`config.mk`:
```
export PLATFORM = sky130hd
export DESIGN_NAME = drive_enable_sequencer
export DESIGN_NICKNAME = d
export VERILOG_FILES = /design/src/des_pkg.sv /design/src/des_step.sv /design/src/drive_enable_sequencer.sv
export SDC_FILE = /design/constraint.sdc
export NUM_CORES = 1
export LEC_CHECK = 0
export BUFFER_PORTS_ARGS = -buffer_cell sky130_fd_sc_hd__buf_2
export CELL_PAD_IN_SITES_DETAIL_PLACEMENT = 0
export CELL_PAD_IN_SITES_GLOBAL_PLACEMENT = 1
export CORE_MARGIN = 5
export CORE_UTILIZATION = 25
export CTS_BUF_LIST = sky130_fd_sc_hd__clkbuf_8
export CTS_CLUSTER_DIAMETER = 40
export CTS_CLUSTER_SIZE = 40
export DETAILED_ROUTE_END_ITERATION = 6
export MAX_ROUTING_LAYER = met4
export PLACE_DENSITY = 0.6
export SETUP_SLACK_MARGIN = 0.02
export SYNTH_ARGS = -nofsm -noshare
export SYNTH_HDL_FRONTEND = slang
export SYNTH_HIERARCHICAL = 1
export SYNTH_SLANG_ARGS = --single-unit
```
`constraint.sdc`:
```
create_clock -name clk -period 3.15 [get_ports clk]
set_input_delay 0 -clock clk [delete_from_list [all_inputs] [get_ports clk]]
set_output_delay 0 -clock clk [all_outputs]
set_load 0.1 [all_outputs]
```
`src/des_pkg.sv`:
```
`timescale 1ns / 1ps
`default_nettype none
// ----------------------------------------------------------------------------
// des_pkg
// Shared types, codes and CiA402 constants for the drive enable sequencer.
// ----------------------------------------------------------------------------
package des_pkg;

  // control words
  localparam logic [15:0] CW_DISABLE_VOLTAGE = 16'h0000;
  localparam logic [15:0] CW_SHUTDOWN        = 16'h0006;
  localparam logic [15:0] CW_SWITCH_ON       = 16'h0007;
  localparam logic [15:0] CW_ENABLE_OP       = 16'h000F;
  localparam logic [15:0] CW_FAULT_RESET     = 16'h0080;

  // status word
  localparam logic [15:0] SW_FAULT       = 16'h0008;
  localparam logic [15:0] SW_STATE_MASK  = 16'h006F;
  localparam logic [15:0] SW_READY       = 16'h0021;
  localparam logic [15:0] SW_SWITCHED_ON = 16'h0023;
  localparam logic [15:0] SW_OP_ENABLED  = 16'h0027;

  // operations
  localparam logic OP_START    = 1'b0;
  localparam logic OP_EXCHANGE = 1'b1;

  // phase codes as seen on the result channel
  localparam logic [2:0] PHC_IDLE   = 3'd0;
  localparam logic [2:0] PHC_PROBE  = 3'd1;
  localparam logic [2:0] PHC_RESET  = 3'd2;
  localparam logic [2:0] PHC_SHUT   = 3'd3;
  localparam logic [2:0] PHC_SWON   = 3'd4;
  localparam logic [2:0] PHC_ENABLE = 3'd5;

  // outcome codes
  localparam logic [2:0] OC_NONE       = 3'd0;
  localparam logic [2:0] OC_ENABLED    = 3'd1;
  localparam logic [2:0] OC_RESET_TO   = 3'd2;
  localparam logic [2:0] OC_STEP_TO    = 3'd3;
  localparam logic [2:0] OC_PERSISTENT = 3'd4;

  // register indexes
  localparam logic REG_TIMEOUT  = 1'b0;
  localparam logic REG_ATTEMPTS = 1'b1;

  localparam logic [15:0] TIMEOUT_RESET  = 16'd3000;
  localparam logic [3:0]  ATTEMPTS_RESET = 4'd2;

  typedef enum logic [5:0] {
    PH_IDLE   = 6'b000001,
    PH_PROBE  = 6'b000010,
    PH_RESET  = 6'b000100,
    PH_SHUT   = 6'b001000,
    PH_SWON   = 6'b010000,
    PH_ENABLE = 6'b100000
  } phase_t;

  typedef struct packed {
    phase_t      phase;
    logic [15:0] command_word;
    logic [15:0] wait_count;
    logic [3:0]  attempt;
    logic [2:0]  outcome;
  } seq_state_t;

  typedef struct packed {
    logic [15:0] timeout_cycles;
    logic [3:0]  max_attempts;
  } seq_cfg_t;

  function automatic logic [2:0] phase_code(input phase_t ph);
    logic [2:0] code;
    unique case (ph)
      PH_IDLE:   code = PHC_IDLE;
      PH_PROBE:  code = PHC_PROBE;
      PH_RESET:  code = PHC_RESET;
      PH_SHUT:   code = PHC_SHUT;
      PH_SWON:   code = PHC_SWON;
      PH_ENABLE: code = PHC_ENABLE;
      default:   code = PHC_IDLE;
    endcase
    return code;
  endfunction

endpackage
`default_nettype wire

```
`src/des_step.sv`:
```
`timescale 1ns / 1ps
`default_nettype none
// ----------------------------------------------------------------------------
// des_step
// Next-state logic: applies one start or exchange request to the sequence
// state.
// ----------------------------------------------------------------------------
module des_step
  import des_pkg::*;
(
  input  wire seq_state_t  cur,
  input  wire seq_cfg_t    cfg,
  input  wire logic        operation,
  input  wire logic [15:0] status_word,
  output seq_state_t       nxt
);

  logic [15:0] wait_inc;
  logic        expired;
  logic        fault;
  logic [15:0] masked;
  logic [15:0] target;

  assign wait_inc = cur.wait_count + 16'd1;
  // a zero timeout behaves like one, and a wrapped counter always expires
  assign expired  = (wait_inc >= cfg.timeout_cycles) || (wait_inc == 16'd0);
  assign fault    = (status_word & SW_FAULT) != 16'd0;
  assign masked   = status_word & SW_STATE_MASK;

  always_comb begin
    target = SW_OP_ENABLED;
    if (cur.phase == PH_SHUT) begin
      target = SW_READY;
    end else if (cur.phase == PH_SWON) begin
      target = SW_SWITCHED_ON;
    end
  end

  always_comb begin
    nxt = cur;
    if (operation == OP_START) begin
      nxt.wait_count = 16'd0;
      if (cfg.max_attempts == 4'd0) begin
        nxt.phase   = PH_IDLE;
        nxt.attempt = 4'd0;
        nxt.outcome = OC_PERSISTENT;
      end else begin
        nxt.phase   = PH_PROBE;
        nxt.attempt = 4'd1;
        nxt.outcome = OC_NONE;
      end
    end else begin
      unique case (cur.phase)
        PH_PROBE: begin
          nxt.wait_count = 16'd0;
          if (fault) begin
            nxt.phase        = PH_RESET;
            nxt.command_word = CW_FAULT_RESET;
          end else begin
            nxt.phase        = PH_SHUT;
            nxt.command_word = CW_SHUTDOWN;
          end
        end
        PH_RESET: begin
          if (!fault) begin
            nxt.phase        = PH_SHUT;
            nxt.command_word = CW_SHUTDOWN;
            nxt.wait_count   = 16'd0;
          end else begin
            nxt.wait_count = wait_inc;
            if (expired) begin
              nxt.phase        = PH_IDLE;
              nxt.command_word = CW_DISABLE_VOLTAGE;
              nxt.outcome      = OC_RESET_TO;
            end
          end
        end
        PH_SHUT, PH_SWON, PH_ENABLE: begin
          priority if (masked == target) begin
            nxt.wait_count = 16'd0;
            if (cur.phase == PH_SHUT) begin
              nxt.phase        = PH_SWON;
              nxt.command_word = CW_SWITCH_ON;
            end else if (cur.phase == PH_SWON) begin
              nxt.phase        = PH_ENABLE;
              nxt.command_word = CW_ENABLE_OP;
            end else begin
              nxt.phase      = PH_IDLE;
              nxt.wait_count = cur.wait_count;
              nxt.outcome    = OC_ENABLED;
            end
          end else if (fault) begin
            if (cur.attempt < cfg.max_attempts) begin
              nxt.attempt    = cur.attempt + 4'd1;
              nxt.phase      = PH_PROBE;
              nxt.wait_count = 16'd0;
            end else begin
              nxt.phase   = PH_IDLE;
              nxt.outcome = OC_PERSISTENT;
            end
          end else begin
            nxt.wait_count = wait_inc;
            if (expired) begin
              nxt.phase   = PH_IDLE;
              nxt.outcome = OC_STEP_TO;
            end
          end
        end
        default: begin
          // exchange while idle leaves everything as it is
          nxt = cur;
        end
      endcase
    end
  end

endmodule
`default_nettype wire

```
`src/drive_enable_sequencer.sv`:
```
`timescale 1ns / 1ps
`default_nettype none
// ----------------------------------------------------------------------------
// drive_enable_sequencer
// CiA402 bring-up sequencer: probe, fault reset, shutdown, switch on, enable.
// ----------------------------------------------------------------------------
// Each accepted request (start or completed exchange) yields exactly one
// result, in the cycle after acceptance. The sequence state updates in the
// acceptance cycle through a single level of next-state logic, so one request
// is taken every clock; the result register stalls intake only while a result
// is held and out_ready is low. Registers: timeout_cycles at 0x0, max_attempts
// at 0x4, both reset to 3000 and 2; write them only while the block is idle.
// ----------------------------------------------------------------------------
module drive_enable_sequencer
  import des_pkg::*;
(
  input  wire logic        clk,
  input  wire logic        rst_n,
  input  wire logic        in_valid,
  output logic             in_ready,
  input  wire logic        in_operation,
  input  wire logic [15:0] in_status_word,
  output logic             out_valid,
  input  wire logic        out_ready,
  output logic [15:0]      out_control_word,
  output logic [2:0]       out_phase,
  output logic [2:0]       out_outcome,
  output logic [3:0]       out_attempt,
  input  wire logic        psel,
  input  wire logic        penable,
  input  wire logic        pwrite,
  input  wire logic [2:0]  paddr,
  input  wire logic [31:0] pwdata,
  output logic [31:0]      prdata,
  output logic             pready
);

  seq_cfg_t   cfg_r;
  seq_state_t st_r;
  seq_state_t st_nxt;
  logic       out_valid_r;
  logic       in_acc;
  logic       cfg_wr;
  logic       reg_sel;

  assign pready  = 1'b1;
  assign reg_sel = paddr[2];
  assign cfg_wr  = psel && penable && pwrite;

  always_comb begin
    unique case (reg_sel)
      REG_TIMEOUT:  prdata = {16'd0, cfg_r.timeout_cycles};
      REG_ATTEMPTS: prdata = {28'd0, cfg_r.max_attempts};
      default:      prdata = 32'd0;
    endcase
  end

  always_ff @(posedge clk) begin
    if (!rst_n) begin
      cfg_r.timeout_cycles <= TIMEOUT_RESET;
      cfg_r.max_attempts   <= ATTEMPTS_RESET;
    end else if (cfg_wr) begin
      if (reg_sel == REG_TIMEOUT) begin
        cfg_r.timeout_cycles <= pwdata[15:0];
      end else begin
        cfg_r.max_attempts <= pwdata[3:0];
      end
    end
  end

  assign in_ready = !out_valid_r || out_ready;
  assign in_acc   = in_valid && in_ready;

  des_step u_step (
    .cur         (st_r),
    .cfg         (cfg_r),
    .operation   (in_operation),
    .status_word (in_status_word),
    .nxt         (st_nxt)
  );

  always_ff @(posedge clk) begin
    if (!rst_n) begin
      st_r.phase        <= PH_IDLE;
      st_r.command_word <= CW_DISABLE_VOLTAGE;
      st_r.wait_count   <= 16'd0;
      st_r.attempt      <= 4'd0;
      st_r.outcome      <= OC_NONE;
      out_valid_r       <= 1'b0;
    end else begin
      if (in_acc) begin
        st_r <= st_nxt;
      end
      if (in_acc) begin
        out_valid_r <= 1'b1;
      end else if (out_ready) begin
        out_valid_r <= 1'b0;
      end
    end
  end

  // the state register doubles as the result register
  assign out_valid        = out_valid_r;
  assign out_control_word = st_r.command_word;
  assign out_phase        = phase_code(st_r.phase);
  assign out_outcome      = st_r.outcome;
  assign out_attempt      = st_r.attempt;

  a_running_has_attempt : assert property (@(posedge clk) disable iff (!rst_n)
    st_r.phase != PH_IDLE |-> st_r.attempt != 4'd0)
    else $error("sequence running with attempt zero");

  a_outcome_only_idle : assert property (@(posedge clk) disable iff (!rst_n)
    st_r.outcome != OC_NONE |-> st_r.phase == PH_IDLE)
    else $error("final outcome reported while running");

  a_reset_cmd : assert property (@(posedge clk) disable iff (!rst_n)
    st_r.phase == PH_RESET |-> st_r.command_word == CW_FAULT_RESET)
    else $error("fault reset phase without fault reset command");

  a_accept_result : assert property (@(posedge clk) disable iff (!rst_n)
    in_acc |=> out_valid_r)
    else $error("accepted request produced no result");

endmodule
`default_nettype wire

```
**Yosys cells after proc, flatten, opt, wreduce, memory -nomap -nowiden**

Cells that the tools add are included.

- Magnitude comparators: 2
- Bitwise logic cells: 1
- Multiplexer cells: 39
- $add $sub $neg: 2
- Eq/ne operators: 24
- Reductions and logical operators: 18

Operators with widths:

| kind | count |
|---|---|
| $pmux 38 s3 | 1 |
| $mux 16 | 6 |
| $pmux 32 s2 | 1 |
| $mux 22 | 2 |
| $mux 20 | 2 |
| $mux 38 | 1 |
| $mux 3 | 10 |
| $mux 6 | 5 |
| $mux 23 | 1 |
| $add 16x1->16 const B | 1 |
| $eq 7x16->1 | 1 |
| $ge 16x16->1 | 1 |
| $logic_not 16->1 | 1 |
| $mux 4 | 4 |
| $pmux 3 s5 | 1 |
| $ne 5x3->1 const B | 2 |
| $ne 2x1->1 const B | 4 |
| $ne 4x4->1 const B | 2 |
| $reduce_and 4->1 | 2 |
| $reduce_and 8->1 | 1 |
| $eq 6x2->1 const B | 1 |
| $eq 6x3->1 const B | 1 |
| $eq 6x4->1 const B | 1 |
| $eq 6x5->1 const B | 1 |
| 25 further kinds | 33 |

- Bits in registers: 66
- Output and inout bits: 61
- Logic and storage cells: 94
- Input bits: 59

**Longest topological paths before layout**

- Word-level depth: 8
- Depth in mapped cells: 18

**By module**

Netlist, hierarchy kept.

Modules (own cells, without submodules):

| module | cells each | area an instance (µm²) | instances |
|---|---|---|---|
| drive_enable_sequencer | 346 | 3069.2 | 1 |
| des_step | 379 | 2403.6 | 1 |

**Worst setup path after synthesis**

OpenSTA, ideal clock, no wires.

- Path kind: register -> output
- From: register st_r[39] (netlist bit)
- To: output port out_phase[1]
- Path buffers: 0
- Cell stages (with the launch flop): 3
- Arrival: 3.532 ns
- Setup slack: -0.382 ns
- Path through: dfxtp_1 or2_2 nor4_1

- Longest elaborated chain between the ends: 2
- Elaborated cells on any way between the ends: 6
- Classes of those cells: eq/ne (5); mux (1)

Ends and longest elaborated chain:

| item | RTL line | text |
|---|---|---|
| from (decl) | drive_enable_sequencer.sv:39 | `seq_state_t st_r;` |
| from (signal assigned) | drive_enable_sequencer.sv:92 | `st_r <= st_nxt;` |
| $eq 6x6->1, or another cell as far along | des_pkg.sv:73 | `unique case (ph)` |
| $pmux 3 s5 * | des_pkg.sv:73 |  |
| to (decl) | drive_enable_sequencer.sv:26 | `output logic [2:0] out_phase,` |

Every way passes the cells marked *; elsewhere a longest branch is shown, timed or not.

**Worst setup path in the final report**

- From: register st_r[7] (netlist bit)
- To: register st_r (netlist bit out_control_word[4])

- Longest elaborated chain between the ends: 5
- Elaborated cells on any way between the ends: 6
- Classes of those cells: add/sub (1); order compare (1); eq/ne (1); reduce/logical (3)

Ends and longest elaborated chain:

| item | RTL line | text |
|---|---|---|
| $add 16x1->16 * | des_step.sv:24 | `assign wait_inc = cur.wait_count + 16'd1;` |
| $ge 16x16->1 / $logic_not 16->1 (equally long branches) | des_step.sv:26 | `assign expired = (wait_inc >= cfg.timeout_cycles) \|\| (wait_inc == 16'd0);` |
| $logic_or 1x1->1 * | des_step.sv:26 |  |
| $ne 3x2->1 (no line) * | n/a |  |
| $reduce_and 6->1 (no line) * | n/a |  |

Marks and branches as above.
A chain may end at the register's enable or synchronous reset.

==> run_results.csv <==
group,metric,value,unit
route,avgRoutedWirePerCell,14.65,µm
floorplan,die_h,158.0,µm
critical_path,crit_path_start,"st_r[7]",
critical_path,r2r_setup_slack,-0.12,ns
critical_path,r2r_start,"st_r[7]",
timing,setup_viol,16,
flow_run,maxCapViolations,0,
critical_path,slowest_delay,0.38,ns
critical_path,crit_arrival,3.50,ns
timing,fin_ws,-0.1152,ns
clock_network,cts_sinks,66,
placed_design,place_hpwl,11760,µm
timing,post-route-period-util,103.7,%
timing,finalHoldViolations,0,
timing,tns,-1.281,ns
clock_network,clk_transition_reported_paths,0.08,ns
route,via_per_inst,4.554,
global_routing,overflow,0,
route,route.detailed.drc,0,
critical_path,ff2ff_path_depth,17,
clock_network,numCtsBuffers,9,
route,drt-initial-drc-count,261,
synth,synth_xor_area_share,3.841,%
critical_path,crit_path_end,"out_control_word[4]",
global_routing,track_usage,13.77,%
global_routing,grt_max_degree,95,
critical_path,path_cells,"ha_4, nand4_4, buf_4, buf_6, nor3_4, xor2_2, ha_4, and4_4, o311ai_4, a32oi_2, a41oi_4, buf_12, a221oi_4, buf_6, nor2b_1, nand2_1, mux2i_1",
route,wl,16540,µm
final_layout,final_common_cell,"nand2_1",
critical_path,path_buf_inv,4,
critical_path,cp_slowest_cell,"dfxtp_4",
floorplan,initial_utilization,25.23,%
timing,relSlewSlack,36.69,%
critical_path,cp.required,3.39,ns
critical_path,reg2reg_to,"out_control_word[4]",
synth,syn_inst,725,
critical_path,cp-end-kind,"register",
route,topRoutingLayerUsed,"met4",
floorplan,core_area,21690,µm²
route,met1_length,7863,µm
placed_design,dpl_cell_area,6270,µm²
placed_design,portBuffers,74,
synth,yosysSeqAreaShare,24.14,%
clock_network,cts_tree,"yes",
min_path,hold_path.class,"input port to register",
synth,synth_flop_cell,"dfxtp_1",
clock_network,cts_root_buffer,"clkbuf_8",
route,ant_nets,0,
global_routing,antenna_found_initial,0,
floorplan,die_x,158.0,µm
timing,period_needed,3.265,ns
timing,holdWs,0.02120,ns
route,vias,5141,
synth,yosys_warnings,6,
synth,synth_compound_area_share,16.35,%
clock_network,clkLatencyLatePin,0.37,ns
floorplan,io_pins,120,
power,p_per_area,288.1,nW/µm²
outcome,outcome,"finished with violations",
synth,synth_fa_ha_area_share,5.030,%
route,met3_length,543,µm
final_layout,fin_area,7082,µm²
clock_network,clockBufferDepth,2,
route,drt_pass1_iterations,4,
critical_path,path_max_fanout,8,
timing,worst_pin_slew,0.9496,ns
final_layout,diodes,0,
critical_path,startpoint_type,"register",
synth,synth_top_family_by_area,"simple AND/OR/NAND/NOR gates",
final_layout,area_growth,29.40,%
final_layout,final_cell_mix,"nand2_1 (140), buf_4 (84), buf_2 (73)",
synth,synth_seq_cells,66,
final_layout,finalNetCount,926,
power,p_leak,3.143,nW
global_routing,grt_pass1_wl,26650,µm
synth,async_flop_share,0,%
timing,max_freq,306.3,MHz
critical_path,cp.depth,17,
synth,synthMuxAreaShare,11.25,%
synth,synth_area,5473,µm²
final_layout,fill_cells,2359,
critical_path,cp_top_family,"compound AO/OA/AOI/OAI gates",
timing,rsz0062_at_grt,"true",
floorplan,num_rows,54,
final_layout,drive_gt1_share,29.21,%
synth,ys_types,73,
min_path,holdPathStages,4,
outcome,failed_checks,"setup timing",
synth,synth-edff-count,0,
timing,slew_viol_final,0,
critical_path,crit_type,"register to register",
route,route.met2.wl,7924,µm
synth,syn_area_per_cell,7.549,µm²
floorplan,die_area,24950,µm²
synth,synth-simple-area-share,26.18,%
power,vdd_drop_max,0.0001545,V
placed_design,gp_congestion,0.8088,
global_routing,grt_pass1_vias,4980,
timing,final.setup_skew,0.01461,ns
clock_network,htreeDepth,3,
==> Yosys cell counts (3+ instances only) <==
library cell  count  share of area (%)
nand2_1         142                9.7
dfxtp_1          66                 24
mux2i_1          57                 10
buf_4            43                5.9
o21ai_0          38                3.5
a21oi_1          36                3.3
inv_1            33                2.3
nor2_1           31                2.1
nor2b_1          29                3.3
nand3_1          27                2.5
clkbuf_1         23                1.6
ha_1             22                5.0
xor2_1           13                2.1
buf_6            11                2.3
xnor2_1          11                1.8
nor3_1           10               0.91
buf_2             9               0.82
nand4_1           7               0.80
nor4_1            7               0.80
o21ai_1           6               0.55
a22oi_1           5               0.69
a31oi_1           5               0.57
and2_1            5               0.57
o211a_1           5               0.91
mux2_2            4               0.82
nand2b_1          4               0.46
o211ai_1          4               0.55
a211oi_1          3               0.41
a21o_1            3               0.41
o21a_1            3               0.41
o22ai_1           3               0.34
or3_1             3               0.34
==> cells by family after synthesis <==
kind of cell | after synthesis
AND/OR/NAND/NOR | 291
AO/OA/AOI/OAI | 137
buffers and inverters | 122
flip-flops | 66
multiplexers | 61
XOR/XNOR | 24
adder cells (fa/ha/maj) | 22
other | 2
==> worst reg2reg max path, stage by stage (launching register included) <==
cell	delay (ns)
dfxtp_4	0.38
ha_4	0.15
nand4_4	0.14
buf_4	0.17
buf_6	0.12
nor3_4	0.15
xor2_2	0.27
ha_4	0.18
and4_4	0.25
o311ai_4	0.09
a32oi_2	0.26
a41oi_4	0.06
buf_12	0.18
a221oi_4	0.35
buf_6	0.19
nor2b_1	0.05
nand2_1	0.05
mux2i_1	0.08
==> worst min path at each step <==
stage	from	to	slack, ns
after global routing	out_ready	st_r[39]	0.05
final	out_ready	st_r[39]	0.02
after floorplan	pwdata[7]	cfg_r[11]	0.13
after global placement	pwdata[4]	cfg_r[8]	0.22
after CTS	out_ready	st_r[39]	0.002
after detailed placement	pwdata[5]	cfg_r[9]	0.22
==> report_power, final <==
group	leakage (nW)	switching (mW)	internal [mW]
registers	0.540	0.0111	0.840
clock network	0.0954	0.386	0.389
logic	2.51	0.311	0.103
==> per-stage QoR <==
step	total power, mW	util (%)	instances	setup WS (ns)
after floorplan	1.211	-	740	-0.3817
after global routing	2.138	32.65	1129	-0.2491
after detailed placement	1.269	28.91	1084	-0.4590
final	2.040	32.65	1129	-0.1152
after CTS	2.078	32.13	1126	-0.008012
after global placement	1.270	28.91	1084	-0.4397
==> area by class of cell <==
type                    count  area (µm²)  share of cell area, %
multi-input cells         552        3775                  53.30
clock buffers              10       137.6                  1.943
repair buffers            183        1287                  18.18
inverters                  33       123.9                  1.749
flip-flops and latches     66        1345                  18.99
clock inverters             5       62.56                 0.8834
well taps                 280       350.3                  4.947
==> state kept, by name, summed over array words and instances (netlist names) <==
register / cells
out_outcome: 3
out_attempt: 4
out_control_word: 16
cfg_r: 20
out_valid: 1
st_r: 22
==> timing repair <==
| action | CTS | global route |
|---|---|---|
| buffers inserted | 9 | 4 |
| pin swaps | 18 | 20 |
| hold buffers | 18 | 0 |
| endpoints found under the setup margin | 24 | 24 |
| gates cloned | 1 | 0 |
| resized for setup | 53 | 19 |
| endpoints found under the hold margin | 22 | 0 |
==> routing by layer <==
layer	up-vias	global-route usage, %
met3	14	2.214
met1	2383	18.10
met4	0	3.940
li1	2677	-
met5	-	-
met2	67	21.95
Note: power is estimated with default switching activity, not from simulation.
